## src/design/assert_macros.svh

```systemverilog
// Assertion macros used by the parser core.
// No dependencies; each macro expects a clock named clk and a reset named rst.
`ifndef ASSERT_MACROS_SVH
`define ASSERT_MACROS_SVH

// Check an implication on every rising clock edge outside reset.
`define PSFP_ASSERT(label, prop, msg) \
  label: assert property (@(posedge clk) disable iff (rst) prop) else $error(msg);

// Check that a condition never holds outside reset.
`define PSFP_NEVER(label, cond, msg) \
  label: assert property (@(posedge clk) disable iff (rst) !(cond)) else $error(msg);

`endif

```

## src/design/psfp_pkg.sv

```systemverilog
// Shared types and constants for the particle sensor frame parser.
// No dependencies.
`default_nettype none

package psfp_pkg;

  localparam int FRAME_BYTES_DEF = 32;

  localparam logic [7:0]  HDR_FIRST  = 8'h42;
  localparam logic [7:0]  HDR_SECOND = 8'h4D;
  localparam logic [15:0] HDR_SUM    = 16'h008F;

  // Frame positions of the captured reading bytes
  localparam int PM1_HI_POS  = 4;
  localparam int PM1_LO_POS  = 5;
  localparam int PM25_HI_POS = 6;
  localparam int PM25_LO_POS = 7;
  localparam int PM10_HI_POS = 8;
  localparam int PM10_LO_POS = 9;
  localparam int FIRST_DATA_POS = 2;

  typedef enum logic [1:0] {
    PH_HUNT    = 2'd0,
    PH_SECOND  = 2'd1,
    PH_COLLECT = 2'd2
  } phase_t;

  typedef struct packed {
    logic [15:0] pm1_0;
    logic [15:0] pm2_5;
    logic [15:0] pm10;
    logic        checksum_ok;
  } result_t;

endpackage

`default_nettype wire

```

## src/design/psfp_in_stage.sv

```systemverilog
// Input register of the parser: holds one received byte until the frame logic takes it.
// No package dependencies.
`default_nettype none

module psfp_in_stage (
  input  wire logic       clk,
  input  wire logic       rst,
  input  wire logic       in_valid,
  output logic            in_ready,
  input  wire logic [7:0] rx_byte,
  input  wire logic       advance,
  output logic            q_valid,
  output logic [7:0]      q_byte
);

  assign in_ready = !q_valid || advance;

  always_ff @(posedge clk) begin
    if (rst) begin
      q_valid <= 1'b0;
    end else if (in_ready) begin
      q_valid <= in_valid;
    end
  end

  always_ff @(posedge clk) begin
    if (in_valid && in_ready) begin
      q_byte <= rx_byte;
    end
  end

endmodule

`default_nettype wire

```

## src/design/psfp_frame_fsm.sv

```systemverilog
// Header hunt, frame byte counter, running checksum and reading capture.
// Depends on psfp_pkg.
`default_nettype none

module psfp_frame_fsm #(
  parameter int FRAME_BYTES = psfp_pkg::FRAME_BYTES_DEF
) (
  input  wire logic        clk,
  input  wire logic        rst,
  input  wire logic        step,
  input  wire logic [7:0]  rx,
  output logic             emit,
  output psfp_pkg::result_t res
);

  localparam int IDX_W = $clog2(FRAME_BYTES);
  localparam logic [IDX_W-1:0] LAST_IDX = IDX_W'(FRAME_BYTES - 1);
  localparam logic [IDX_W-1:0] CHK_IDX  = IDX_W'(FRAME_BYTES - 2);

  psfp_pkg::phase_t phase, phase_next;
  logic [IDX_W-1:0] byte_index, byte_index_next;
  logic [15:0]      running_sum, running_sum_next;
  logic [15:0]      pm1_reg, pm1_reg_next;
  logic [15:0]      pm25_reg, pm25_reg_next;
  logic [15:0]      pm10_reg, pm10_reg_next;
  logic [7:0]       check_high, check_high_next;

  always_ff @(posedge clk) begin
    if (rst) begin
      phase       <= psfp_pkg::PH_HUNT;
      byte_index  <= '0;
      running_sum <= '0;
      pm1_reg     <= '0;
      pm25_reg    <= '0;
      pm10_reg    <= '0;
      check_high  <= '0;
    end else if (step) begin
      phase       <= phase_next;
      byte_index  <= byte_index_next;
      running_sum <= running_sum_next;
      pm1_reg     <= pm1_reg_next;
      pm25_reg    <= pm25_reg_next;
      pm10_reg    <= pm10_reg_next;
      check_high  <= check_high_next;
    end
  end

  always_comb begin
    phase_next       = phase;
    byte_index_next  = byte_index;
    running_sum_next = running_sum;
    pm1_reg_next     = pm1_reg;
    pm25_reg_next    = pm25_reg;
    pm10_reg_next    = pm10_reg;
    check_high_next  = check_high;
    emit             = 1'b0;

    unique case (phase)
      psfp_pkg::PH_SECOND: begin
        if (rx == psfp_pkg::HDR_SECOND) begin
          phase_next       = psfp_pkg::PH_COLLECT;
          byte_index_next  = IDX_W'(psfp_pkg::FIRST_DATA_POS);
          running_sum_next = psfp_pkg::HDR_SUM;
        end else if (rx != psfp_pkg::HDR_FIRST) begin
          phase_next       = psfp_pkg::PH_HUNT;
          byte_index_next  = '0;
          running_sum_next = '0;
        end
      end
      psfp_pkg::PH_COLLECT: begin
        if (byte_index < CHK_IDX) begin
          running_sum_next = running_sum + {8'd0, rx};
        end
        if (byte_index == IDX_W'(psfp_pkg::PM1_HI_POS))  pm1_reg_next[15:8]  = rx;
        if (byte_index == IDX_W'(psfp_pkg::PM1_LO_POS))  pm1_reg_next[7:0]   = rx;
        if (byte_index == IDX_W'(psfp_pkg::PM25_HI_POS)) pm25_reg_next[15:8] = rx;
        if (byte_index == IDX_W'(psfp_pkg::PM25_LO_POS)) pm25_reg_next[7:0]  = rx;
        if (byte_index == IDX_W'(psfp_pkg::PM10_HI_POS)) pm10_reg_next[15:8] = rx;
        if (byte_index == IDX_W'(psfp_pkg::PM10_LO_POS)) pm10_reg_next[7:0]  = rx;
        if (byte_index == CHK_IDX) begin
          check_high_next = rx;
        end
        if (byte_index == LAST_IDX) begin
          // last byte: report and drop back to hunting
          emit             = 1'b1;
          phase_next       = psfp_pkg::PH_HUNT;
          byte_index_next  = '0;
          running_sum_next = '0;
        end else begin
          byte_index_next = byte_index + 1'b1;
        end
      end
      default: begin
        byte_index_next  = '0;
        running_sum_next = '0;
        phase_next = (rx == psfp_pkg::HDR_FIRST) ? psfp_pkg::PH_SECOND : psfp_pkg::PH_HUNT;
      end
    endcase
  end

  always_comb begin
    res.pm1_0       = pm1_reg;
    res.pm2_5       = pm25_reg;
    res.pm10        = pm10_reg;
    res.checksum_ok = ({check_high, rx} == running_sum);
  end

endmodule

`default_nettype wire

```

## src/design/psfp_out_reg.sv

```systemverilog
// Result register of the parser: holds one frame report until it is transferred.
// Depends on psfp_pkg.
`default_nettype none

module psfp_out_reg (
  input  wire logic              clk,
  input  wire logic              rst,
  input  wire logic              load,
  input  wire psfp_pkg::result_t res,
  output logic                   free,
  output logic                   out_valid,
  input  wire logic              out_ready,
  output psfp_pkg::result_t      held
);

  assign free = !out_valid || out_ready;

  always_ff @(posedge clk) begin
    if (rst) begin
      out_valid <= 1'b0;
    end else if (load) begin
      out_valid <= 1'b1;
    end else if (out_ready) begin
      out_valid <= 1'b0;
    end
  end

  always_ff @(posedge clk) begin
    if (load) begin
      held <= res;
    end
  end

endmodule

`default_nettype wire

```

## src/design/particle_sensor_frame_parser_core.sv

```systemverilog
// Ordering: each byte is held in the input register until the parser steps on it; a frame report is registered.
// Throughput: one byte per cycle; a byte that closes a frame waits only while the
// result register still holds an untransferred report.
// Reset (rst, synchronous): clears the input and result valid flags and returns the
// parser to header hunting with counters and captured readings at zero.
`include "assert_macros.svh"
`default_nettype none

module particle_sensor_frame_parser_core #(
  parameter int FRAME_BYTES = psfp_pkg::FRAME_BYTES_DEF
) (
  input  wire logic        clk,
  input  wire logic        rst,
  input  wire logic        in_valid,
  output logic             in_ready,
  input  wire logic [7:0]  rx_byte,
  output logic             out_valid,
  input  wire logic        out_ready,
  output logic [15:0]      pm1_0,
  output logic [15:0]      pm2_5,
  output logic [15:0]      pm10,
  output logic             checksum_ok
);

  logic              q_valid;
  logic [7:0]        q_byte;
  logic              advance;
  logic              emit;
  logic              out_free;
  psfp_pkg::result_t res;
  psfp_pkg::result_t held;

  // step the parser unless a report would overwrite one still waiting
  assign advance = q_valid && (!emit || out_free);

  psfp_in_stage u_in (
    .clk      (clk),
    .rst      (rst),
    .in_valid (in_valid),
    .in_ready (in_ready),
    .rx_byte  (rx_byte),
    .advance  (advance),
    .q_valid  (q_valid),
    .q_byte   (q_byte)
  );

  psfp_frame_fsm #(
    .FRAME_BYTES (FRAME_BYTES)
  ) u_fsm (
    .clk  (clk),
    .rst  (rst),
    .step (advance),
    .rx   (q_byte),
    .emit (emit),
    .res  (res)
  );

  psfp_out_reg u_out (
    .clk       (clk),
    .rst       (rst),
    .load      (advance && emit),
    .res       (res),
    .free      (out_free),
    .out_valid (out_valid),
    .out_ready (out_ready),
    .held      (held)
  );

  assign pm1_0       = held.pm1_0;
  assign pm2_5       = held.pm2_5;
  assign pm10        = held.pm10;
  assign checksum_ok = held.checksum_ok;

  `PSFP_ASSERT(a_report_lands, (advance && emit) |=> out_valid, "frame report not registered")
  `PSFP_NEVER(a_ready_when_empty, !in_ready && !q_valid, "input stalled with empty register")
  `PSFP_ASSERT(a_byte_held, (q_valid && !advance) |=> (q_valid && $stable(q_byte)), "stalled byte lost")

endmodule

`default_nettype wire
```

## config.mk

```make
export PLATFORM = sky130hd
export DESIGN_NAME = particle_sensor_frame_parser_core
export DESIGN_NICKNAME = d
export VERILOG_FILES = /design/src/design/psfp_pkg.sv /design/src/design/psfp_in_stage.sv /design/src/design/psfp_frame_fsm.sv /design/src/design/psfp_out_reg.sv /design/src/design/particle_sensor_frame_parser_core.sv
export VERILOG_INCLUDE_DIRS = /design/src /design/src/design
export SDC_FILE = /design/constraint.sdc
export NUM_CORES = 1
export LEC_CHECK = 0
export BUFFER_PORTS_ARGS = -buffer_cell sky130_fd_sc_hd__clkbuf_2
export CORE_MARGIN = 10
export CORE_UTILIZATION = 58
export DETAILED_ROUTE_END_ITERATION = 16
export GPL_TIMING_DRIVEN = 0
export PLACE_DENSITY = 0.79
export RECOVER_POWER = 100
export REMOVE_ABC_BUFFERS = 1
export SLEW_MARGIN = 20
export SYNTH_ARGS = -nofsm -noshare
export SYNTH_HDL_FRONTEND = slang
export SYNTH_HIERARCHICAL = 1
export SYNTH_SLANG_ARGS = --single-unit
export TNS_END_PERCENT = 50
```

## constraint.sdc

```tcl
create_clock -name clk -period 3.8 [get_ports clk]
set_input_delay 1.14 -clock clk [delete_from_list [all_inputs] [get_ports clk]]
set_output_delay 1.14 -clock clk [all_outputs]
set_load 0.05 [all_outputs]
```

==> results of run 1 <==
-- cells by family (layout without fill, tap and decap cells) --
kind of cell    Yosys count  count (layout)  share of synthesized area
compound gates           64              64                     0.0742
mux                      56              56                      0.102
flops                   138             138                      0.604
xor+xnor                 10              10                     0.0159
simple gates            156             156                      0.143
fa+ha+maj                16              16                     0.0377
buf+inv                  33             110                     0.0234
-- stage by stage --
| stage | area, um^2 | cells |
|---|---|---|
| 2_1_floorplan | 5440 | 455 |
| 3_3_place_gp | 5910 | 646 |
| 3_5_place_dp | 5950 | 647 |
| 4_1_cts | 6550 | 679 |
| 5_1_grt | 6470 | 679 |
| 6_report | 6470 | 679 |
-- cells in the mapped netlist, drive strengths merged, types with 4 or more instances --
library cell   n
dfxtp         81
nor2          70
edfxtp        57
mux2i         56
nand2         26
a21oi         25
clkbuf        15
ha            15
inv           15
nand3         12
o21ai         11
nor3           6
nor4           6
o211ai         6
xnor2          6
a31oi          5
nand4          5
or3            5
or4            5
nand2b         4
o31ai          4
xor2           4
-- repair_timing --
item	in CTS	in global routing
gates cloned	0	0
resized for setup	1	1
endpoints found under the setup margin	1	1
-- how the worst min path moves through the flow --
stage,slack (ps),end,cells after the start,startpoint
after CTS,430,u_out/held[14]$_DFFE_PP_,0,u_fsm/pm10_reg[13]$_SDFFE_PP0P_
after global routing,430,u_out/held[9]$_DFFE_PP_,0,u_fsm/pm10_reg[8]$_SDFFE_PP0P_
after floorplan,410,u_out/held[10]$_DFFE_PP_,0,u_fsm/pm10_reg[9]$_SDFFE_PP0P_
after global placement,410,u_out/held[1]$_DFFE_PP_,0,u_fsm/pm10_reg[0]$_SDFFE_PP0P_
final,430,u_out/held[14]$_DFFE_PP_,0,u_fsm/pm10_reg[13]$_SDFFE_PP0P_
after detailed placement,410,u_out/held[34]$_DFFE_PP_,0,u_fsm/pm1_reg[1]$_SDFFE_PP0P_
-- power by group through the flow --
stage	Clock, mW	Combinational [mW]	Sequential (mW)
floorplan	0	0.0412	1.58
global placement	0	0.0682	1.59
detailed placement	0	0.0731	1.60
CTS	1.64	0.0739	1.56
global route	1.70	0.0802	1.56
finish	1.62	0.0735	1.56
-- per-layer routing --
metal	vias to the layer above	part of all wire	wire length [um]
li1	1844	-	-
met1	1834	0.45	5360
met2	121	0.49	5870
met3	14	0.050	595
met4	0	0.013	154
met5	-	0	0
-- layout make-up --
type | count | share of cell area
Timing Repair Buffer | 63 | 0.0418
Tap cell | 129 | 0.0250
Clock inverter | 13 | 0.0257
Multi-Input combinational cell | 302 | 0.318
Inverter | 15 | 0.00871
Clock buffer | 19 | 0.0652
Sequential cell | 138 | 0.515
==> key figures, run 1 <==
Outcome
  – Run status: finished, final reports clean

Routing
  – DR WL/cell: between 15 and 20 um
  – Drt total wl: around 12000 um
  – Drt pass-1 iters: 5
  – DRT iter0 DRCs: between 200 and 300
  – DRC viols: 0
  – Vias per inst: 5.62
  – Total number of vias: around 3800
  – Final ANT Viol Nets: 0

Synth
  – Post-synth cell types: 51
  – Synth area leaders: edfxtp_1 (31%), dfxtp_1 (29%), mux2i_1 (10%)
  – Mapped Avg Cell Area: 11.7 um^2
  – Mapped Area: around 0.0055 mm^2
  – Mapped Cells: between 400 and 500
  – Ys Warns: 6
  – Yosys top cell area share: 0.310
  – Prevailing post-synth register cell: dfxtp_1
  – Seq/Total Area, Yosys: 0.604
  – EDFF count, synth: 57
  – Fraction of registers with async set/reset: 0
  – Synthesized flop and latch total: approximately 140
  – Synth area leader: edfxtp_1

Critical path
  – Slowest cell on the critical path: dfxtp_1
  – Critical path depth: 7
  – Crit path buffers/inverters: 1
  – Crit path kind: reg2out
  – Crit path from: u_fsm/byte_index[0]$_SDFFE_PP0P_
  – Setup crit start kind: register
  – Worst Path Required: about 2700 ps
  – Critical-path cell list: ha_1 -> and3_1 -> ha_1 -> and2_1 -> a21boi_4 -> nand2b_4 -> clkbuf_2
  – Reg-to-reg startpoint: u_fsm/byte_index[0]$_SDFFE_PP0P_
  – RR Endpoint: u_fsm/running_sum[10]$_SDFFE_PP0P_
  – CP endpoint: in_ready
  – Critical path's largest stage delay: 350 ps
  – Most frequent CP cell: ha_1
  – Delay-heaviest family, CP: simple AND/OR/NAND/NOR gates
  – Worst Path Arrival: roughly 2500 ps
  – Worst Path Max Fanout: 7
  – R2R Setup Slk: 350 ps
  – R2R cell count: 9
  – CP endpoint kind: output port

Clocking
  – Root buffer cell: clkbuf_8
  – CTS Buf Count: 17
  – Clock-pin transition on the worst setup and hold timing paths: 60 ps
  – H-tree Lvls: 4
  – # hold bufs at CTS: 0
  – CTS tree: built
  – Maximum root-to-sink buffer count: 2
  – Worst-skew pair later-pin latency: 510 ps
  – Sink Count: approximately 140
  – Post-CTS Setup Inserts: 0

Timing
  – Worst Tran Pin Value: between 1000 and 1500 ps
  – Sum Neg Setup Slack: 0 ps
  – RSZ-0062 raised after global routing: no
  – Finish-stage setup viols: 0
  – Post-Route Skew: slightly below 7 ps
  – Worst Slack Setup Final: roughly 180 ps
  – Period utilization: 0.953
  – Crit path time final: roughly 3600 ps
  – Final hold violations: 0
  – Final max-slew violation count: 0
  – Max_slew headroom: 0.0549
  – Hold Slack: about 430 ps
  – Highest clock rate: 0.276 GHz

Pwr
  – Worst vdd ir: roughly 0.32 mV
  – Sequential power share: 0.480
  – Net Switching: ~690 uW
  – PwrDens: roughly 500 mW/mm^2
  – Clock network fraction of total power: 0.497
  – Net Sw Frac: 0.211
  – Total Power: 3.26 mW
  – Comb pwr share: 0.023
  – Internal power: 2.57 mW
  – P_leak: ~2.3 nW

Cells and area
  – Final net count: about 570
  – Register area: between 0.003 and 0.004 mm^2
  – Max reg flops: 49
  – Largest reg by FF count: u_out/held
  – Share of layout cells above drive strength 1: 0.0982
  – Area used by multi-input combinational logic: approximately 0.0021 mm^2
  – Filler Cells Inserted: 675
  – Area Overhead vs Synth: 17.3%
  – Final Util: 0.700
  – Highest-count cells in the layout ignoring fill and taps: dfxtp_1 (81), nor2_1 (70), edfxtp_1 (57)
  – N_diodes: 0
  – Most common cell after layout, fill and taps aside: dfxtp_1

GRT
  – Grt ovf: 0
  – Global route hottest layer: met2
  – Tot GR Track Use: 0.168
  – Met3 Use GR: 0.0441
  – GR Util met1: 0.206
  – Antenna violations before repair: 0
  – Vias in the first global route: roughly 3700
  – Met2 capacity usage during global routing: 0.276
  – First-pass GRT wire length: around 19000 um
  – Largest net degree at the start of global routing: slightly above 50

Worst hold path
  – Worst min path class: reg2reg

Floorplan
  – Chip Width: approximately 120 um
  – Starting Density: 0.597
  – Total die area: ~0.014 mm^2
  – Placeable Area: between 0.009 and 0.01 mm^2
  – Ports: 63
  – Die height: 118 um
  – FP Rows: 35

Placed design
  – Routability cong.: ~0.85
  – Pre-CTS setup slack: approximately 40 ps
  – HPWL after detailed placement: between 7000 and 8000 um
  – Port buffer count: 62

Flow run
  – Max-cap violations: 0
No activity file was read; power rests on OpenSTA's default activity.
==> run 2, diff against run 1 <==
- SYNTH_HIERARCHICAL: 1 -> default
==> run 2 against run 1 <==
  * The run now ends with max-capacitance violations, max-slew violations left
  * Power decreased by 1.3%
  * Area after synthesis grew 3.1%
  * Sequential power barely moved
  * Setup slack improved by 41 ps
  * Count of clock-buffer cells in the layout is 2 lower
  * Clock power decreased by 2%
  * Global-route usage grew 1.0 points
  * Critical path type unchanged
==> key figures, run 2 <==
Cells and area
  – Filler Cells Inserted: 757
  – Area Overhead vs Synth: 15.5%
  – Share of layout cells above drive strength 1: 0.0914
  – Highest-count cells in the layout ignoring fill and taps: dfxtp_1 (81), nand2_1 (71), a21oi_1 (70)
  – N_diodes: 0
  – Most common cell after layout, fill and taps aside: dfxtp_1
  – Final Util: 0.681
  – Final Non-Filler Cells: about 740
  – Largest reg by FF count: u_out.held
  – Final net count: around 600
  – Max reg flops: 49

Worst hold path
  – Hold Crit Endpoint: u_out.held[44]$_DFFE_PP_
  – Hold Path Depth: 0
  – Beginning of the worst hold path: u_fsm.pm1_reg[11]$_SDFFE_PP0P_
  – Worst min path class: reg2reg

Clocking
  – CTS Buf Count: 17
  – Maximum root-to-sink buffer count: 2
  – CTS tree: built
  – Root buffer cell: clkbuf_8
  – H-tree Lvls: 4
  – Worst-skew pair later-pin latency: 530 ps
  – Clock-pin transition on the worst setup and hold timing paths: 60 ps
  – Sink Count: ~140

Synth
  – Synth Area in XOR/XNOR: 0.0154
  – Fraction of registers with async set/reset: 0
  – Compound-cell area share of the yosys netlist: 0.118
  – Mapped Cells: ~540
  – Post-Synth Adder-Cell Area: 0.0365
  – Synth area leader: edfxtp_1
  – EDFF count, synth: 57
  – Post-synth cell types: between 50 and 60
  – Largest family of logic cells by synthesized area: simple AND/OR/NAND/NOR gates
  – Synth top cells by count: dfxtp_1 (81), a21oi_1 (70), nand2_1 (70)
  – Prevailing post-synth register cell: dfxtp_1
  – Synth area leaders: edfxtp_1 (30%), dfxtp_1 (29%), a21oi_1 (6.2%)
  – Mux cell area share after synthesis: 0.0158
  – Mapped Avg Cell Area: approximately 11 um^2
  – Mapped Area: 0.00568 mm^2
  – Synthesized flop and latch total: ~140
  – Count leader, synth: dfxtp_1
  – Seq/Total Area, Yosys: 0.586
  – Fraction of the mapped netlist area in simple logic gates: 0.196
  – Ys Warns: 0
  – Yosys top cell area share: 0.301

Critical path
  – R2R Setup Slk: 270 ps
  – Worst Path Required: 2660 ps
  – Reg-to-reg startpoint: u_fsm.byte_index[1]$_SDFFE_PP0P_
  – Setup crit start kind: register
  – Crit path kind: reg2out
  – CP endpoint kind: output port
  – RR Endpoint: u_fsm.running_sum[4]$_SDFFE_PP0P_
  – Worst Path Arrival: 2440 ps
  – Worst Path Max Fanout: 12
  – R2R cell count: 8

Timing
  – Worst Slack Setup Final: between 200 and 250 ps
  – Max_slew headroom: -0.215
  – Crit path time final: about 3600 ps
  – Period utilization: 0.943
  – Final max-slew violation count: 18
  – Highest clock rate: 0.279 GHz
  – Post-Route Skew: 6.39 ps
  – Finish-stage setup viols: 0
  – RSZ-0062 raised after global routing: no
  – Hold Slack: around 430 ps
  – Final hold violations: 0
  – Worst Tran Pin Value: around 1800 ps

Routing
  – Vias per inst: between 5 and 6
  – Drt total wl: between 10000 and 15000 um
  – Drt pass-1 iters: 5
  – Top Metal Used: met4
  – DRT iter0 DRCs: 413
  – Final ANT Viol Nets: 0
  – DRC viols: 0
  – Total number of vias: about 4300
  – DR WL/cell: 17.2 um
  – Wire length on met3: 1040 um
  – DRT met1 WL: around 5300 um
  – Met2 wire length: 6160 um

Floorplan
  – Die height: 119 um
  – Total die area: about 0.014 mm^2
  – Starting Density: 0.590
  – FP Rows: 36
  – Chip Width: 119 um
  – Ports: between 60 and 70
  – Placeable Area: just under 0.01 mm^2

Pwr
  – Internal power: ~2.5 mW
  – PwrDens: a little under 500 mW/mm^2
  – Sequential power share: 0.489
  – P_leak: 2.25 nW
  – Worst vdd ir: about 0.42 mV
  – Comb pwr share: 0.020
  – Net Switching: around 760 uW
  – Net Sw Frac: 0.236
  – Clock network fraction of total power: 0.491

Placed design
  – Routability cong.: slightly below 0.9
  – HPWL after detailed placement: about 8200 um
  – Port buffer count: 62
  – Inst Count DP: around 700
  – Pre-CTS setup slack: 568 ps

GRT
  – Tot GR Track Use: 0.178
  – Vias in the first global route: 4203
  – Antenna violations before repair: 0
  – First-pass GRT wire length: roughly 21000 um
  – Largest net degree at the start of global routing: 70
  – Grt ovf: 0

Outcome
  – Run status: complete, but fails checks
  – Failing checks: max-capacitance violations, max-slew violations

Flow run
  – Max-cap violations: 1
-- run 2: changes by cell type after synthesis, moves of 6 or more --
cell | previous run | this run
a21oi_1 | 23 | 70
mux2i_1 | 56 | 9
buf_2 | 3 | 10
nor2_1 | 70 | 20
clkbuf_1 | 14 | 20
nand2_1 | 26 | 70
nand3_1 | 12 | 59
-- run 2: final cells by class --
type | instances | area (um^2) | share of cell area
sequential | 138 | 3330 | 0.508
timing repair buffer | 66 | 317 | 0.0482
clock buffer | 17 | 414 | 0.0631
multi-input combinational | 355 | 2140 | 0.326
clock inverter | 15 | 155 | 0.0236
inverter | 11 | 41.3 | 0.00629
tap | 133 | 166 | 0.0253
-- run 2: cell families (layout without fill, tap and decap cells) --
kind of cell	count (synthesis)	count (layout)
AO/OA/AOI/OAI	113	113
XOR/XNOR	10	10
adder cells (fa/ha/maj)	16	16
buffers and inverters	43	109
flip-flops	138	138
multiplexers	9	9
AND/OR/NAND/NOR	207	207
-- run 2: what timing repair did --
action / CTS / global route
setup endpoints to repair: 1 / 1
setup buffers: 0 / 0
hold buffers: 0 / 0
gates resized for setup: 1 / 1
gates cloned: 0 / 0
-- run 2: through the flow --
stage / cell area, um^2 / power, mW / setup TNS [ps]
finish: 6570 / 3.22 / 0
global route: 6570 / 3.29 / 0
CTS: 6680 / 3.22 / 0
detailed placement: 6100 / 1.67 / 0
global placement: 6020 / 1.66 / -44820
floorplan: 5540 / 1.62 / -6340
-- run 2: metal layers --
metal	up-vias	global-route usage
met5	-	0
met4	0	0.0664
met3	26	0.0557
met2	174	0.292
met1	2063	0.216
li1	2051	-
-- run 2: how the worst max path moves through the flow --
stage / startpoint / slack (ps) / end / cells past startpoint
3_3_place_gp: u_fsm.byte_index[1]$_SDFFE_PP0P_ / -920 / u_out.held[29]$_DFFE_PP_ / 5
5_1_grt: u_fsm.byte_index[1]$_SDFFE_PP0P_ / 20 / u_fsm.running_sum[4]$_SDFFE_PP0P_ / 8
4_1_cts: u_fsm.byte_index[1]$_SDFFE_PP0P_ / 70 / in_ready / 6
2_1_floorplan: out_ready / -130 / u_out.held[0]$_DFFE_PP_ / 2
3_5_place_dp: u_fsm.byte_index[1]$_SDFFE_PP0P_ / 570 / in_ready / 6
6_report: u_fsm.byte_index[1]$_SDFFE_PP0P_ / 220 / in_ready / 6
-- run 2: critical path, stage by stage, from the launching register on --
cell      delay [ps]
dfxtp_1          470
ha_4             250
and3_1           190
ha_1             250
nand3_1          160
or2_2            330
clkbuf_2         250
-- run 2: power groups by stage --
| stage | Sequential [mW] | Combinational [mW] | Clock (mW) |
|---|---|---|---|
| 3_3_place_gp | 1.60 | 0.0575 | 0 |
| 4_1_cts | 1.57 | 0.0638 | 1.59 |
| 2_1_floorplan | 1.59 | 0.0336 | 0 |
| 3_5_place_dp | 1.60 | 0.0632 | 0 |
| 5_1_grt | 1.57 | 0.0693 | 1.65 |
| 6_report | 1.57 | 0.0629 | 1.58 |
==> run 3, diff against run 2 <==
- CORE_ASPECT_RATIO: default -> 1.4
- CTS_CLUSTER_SIZE: default -> 28
==> run 3 against run 2 <==
  * The flow now finishes without violations
  * Non-clock buffer count stayed put
  * Cell count is 0.14% lower
  * Sequential power hardly changed
  * Design area is 0.44% higher
  * Clock power is 7% higher
  * Register-to-register slack better by 90 ps
  * Flip-flop and latch count stayed put
  * Clock skew is 2.5 ps lower
  * Sequential share of layout area is 0.22 points lower
  * Via count is 0.32% higher
  * Die area is 0.40% higher
  * Critical path type unchanged
  * Critical endpoint unchanged
  * Largest cell class unchanged
  * Highest routed layer unchanged
==> key figures, run 3 (synthesis results as in run 2) <==
Outcome
  – Run status: finished, final reports clean

Critical path
  – Crit path buffers/inverters: 1
  – Slowest cell on the critical path: dfxtp_1
  – Critical path's largest stage delay: 430 ps
  – R2R Setup Slk: between 300 and 400 ps
  – Delay-heaviest family, CP: simple AND/OR/NAND/NOR gates
  – Setup crit start kind: register
  – Worst Path Required: 2660 ps
  – Reg-to-reg startpoint: u_fsm.byte_index[1]$_SDFFE_PP0P_
  – Worst Path Arrival: 2390 ps
  – CP endpoint kind: output port
  – Crit path from: u_fsm.byte_index[1]$_SDFFE_PP0P_
  – Worst Path Max Fanout: 12
  – Crit path kind: reg2out
  – Critical-path cell list: ha_2 -> and3_1 -> ha_1 -> nand3_1 -> or2_2 -> clkbuf_2

Placed design
  – Port buffer count: between 60 and 70
  – Inst Count DP: ~700
  – Post-Place Cell Area: ~0.0061 mm^2
  – Routability cong.: 0.884
  – HPWL after detailed placement: about 8600 um
  – Pre-CTS setup slack: approximately 590 ps

Pwr
  – PwrDens: just over 500 mW/mm^2
  – P_leak: approximately 2.3 nW
  – Total Power: 3.33 mW
  – Worst vdd ir: roughly 0.34 mV

Timing
  – Max_slew headroom: 0.0578
  – Post-Route Skew: 3.93 ps
  – Sum Neg Setup Slack: 0 ps
  – Hold Slack: approximately 430 ps
  – Worst Tran Pin Value: roughly 1400 ps
  – Final hold violations: 0
  – Period utilization: 0.928
  – RSZ-0062 raised after global routing: no
  – Highest clock rate: approximately 0.28 GHz
  – Final max-slew violation count: 0
  – Worst Slack Setup Final: 272 ps
  – Crit path time final: between 3000 and 4000 ps
  – Finish-stage setup viols: 0

Clocking
  – Maximum root-to-sink buffer count: 2
  – Sink Count: ~140
  – Worst-skew pair later-pin latency: between 400 and 500 ps
  – Root buffer cell: clkbuf_16
  – H-tree Lvls: 4
  – CTS tree: built
  – Clock-pin transition on the worst setup and hold timing paths: 60 ps
  – CTS Buf Count: 17

Routing
  – Drt total wl: roughly 13000 um
  – Drt pass-1 iters: 5
  – DRC viols: 0
  – Total number of vias: between 4000 and 5000
  – DRT iter0 DRCs: ~340
  – Vias per inst: 5.90
  – DR WL/cell: 17.8 um
  – Final ANT Viol Nets: 0

Worst hold path
  – Worst min path class: reg2reg
  – Beginning of the worst hold path: u_fsm.pm25_reg[14]$_SDFFE_PP0P_

GRT
  – Grt ovf: 0
  – Antenna violations before repair: 0
  – Largest net degree at the start of global routing: 62
  – Tot GR Track Use: 0.180
  – First-pass GRT wire length: 20400 um
  – Vias in the first global route: ~4000

Cells and area
  – Final net count: around 620
  – Highest-count cells in the layout ignoring fill and taps: dfxtp_1 (81), nand2_1 (70), a21oi_1 (70)
  – Share of layout cells above drive strength 1: 0.0914
  – Area Overhead vs Synth: 16.0%
  – Most common cell after layout, fill and taps aside: dfxtp_1
  – N_diodes: 0
  – Max reg flops: 49
  – Filler Cells Inserted: 690
  – Register area: roughly 0.0033 mm^2
  – Final Util: 0.693
  – Final Non-Filler Cells: around 730
  – Area used by multi-input combinational logic: about 0.0021 mm^2
  – Largest reg by FF count: u_out.held
  – Design area: 0.00660 mm^2

Floorplan
  – FP Rows: 42
  – Placeable Area: roughly 0.0095 mm^2
  – Chip Width: ~100 um
  – Ports: 63
  – Total die area: about 0.014 mm^2
  – Starting Density: 0.598
  – Die height: 137 um

Flow run
  – Max-cap violations: 0
==> run 3: cell count changes in the layout (fill, tap and decap cells not counted), moves of 2 or more <==
cell and delta:
clkinv_2 +2, clkbuf_16 +2, inv_6 -3, inv_8 -4, clkinvlp_4 -2, nor4b_2 +2, bufinv_16 +2
==> run 3: layer usage <==
metal	track usage	vias to the layer above	share of wire
met5	0	-	0
met4	0.0744	0	0.025
met3	0.0607	26	0.065
met2	0.322	165	0.52
met1	0.191	2094	0.39
li1	-	2043	-
==> run 3: repair_timing <==
item | in CTS | in global routing
resized for setup | 0 | 1
hold buffers | 0 | 0
endpoints found under the setup margin | 0 | 1
buffers inserted | 0 | 0
endpoints found under the hold margin | 0 | 0
==> run 3: cell type report <==
type	count	area share
Timing Repair Buffer	66	0.0469
Sequential cell	138	0.505
Inverter	11	0.00626
Multi-Input combinational cell	355	0.323
Tap cell	132	0.0250
Clock inverter	11	0.0216
Clock buffer	21	0.0715
==> run 3: worst paths after layout <==
path	end	cells after the start
max	in_ready	6
min	u_out.held[31]$_DFFE_PP_	0
min reg2reg	u_out.held[31]$_DFFE_PP_	0
max reg2reg	u_out.held[30]$_DFFE_PP_	6
==> run 3: power by group <==
| group | switching (mW) | internal, mW | total (mW) | leakage (nW) |
|---|---|---|---|---|
| clock | 0.601 | 1.09 | 1.69 | 0.300 |
| sequential | 0.0333 | 1.54 | 1.57 | 1.22 |
| combinational | 0.0404 | 0.0237 | 0.0641 | 0.753 |
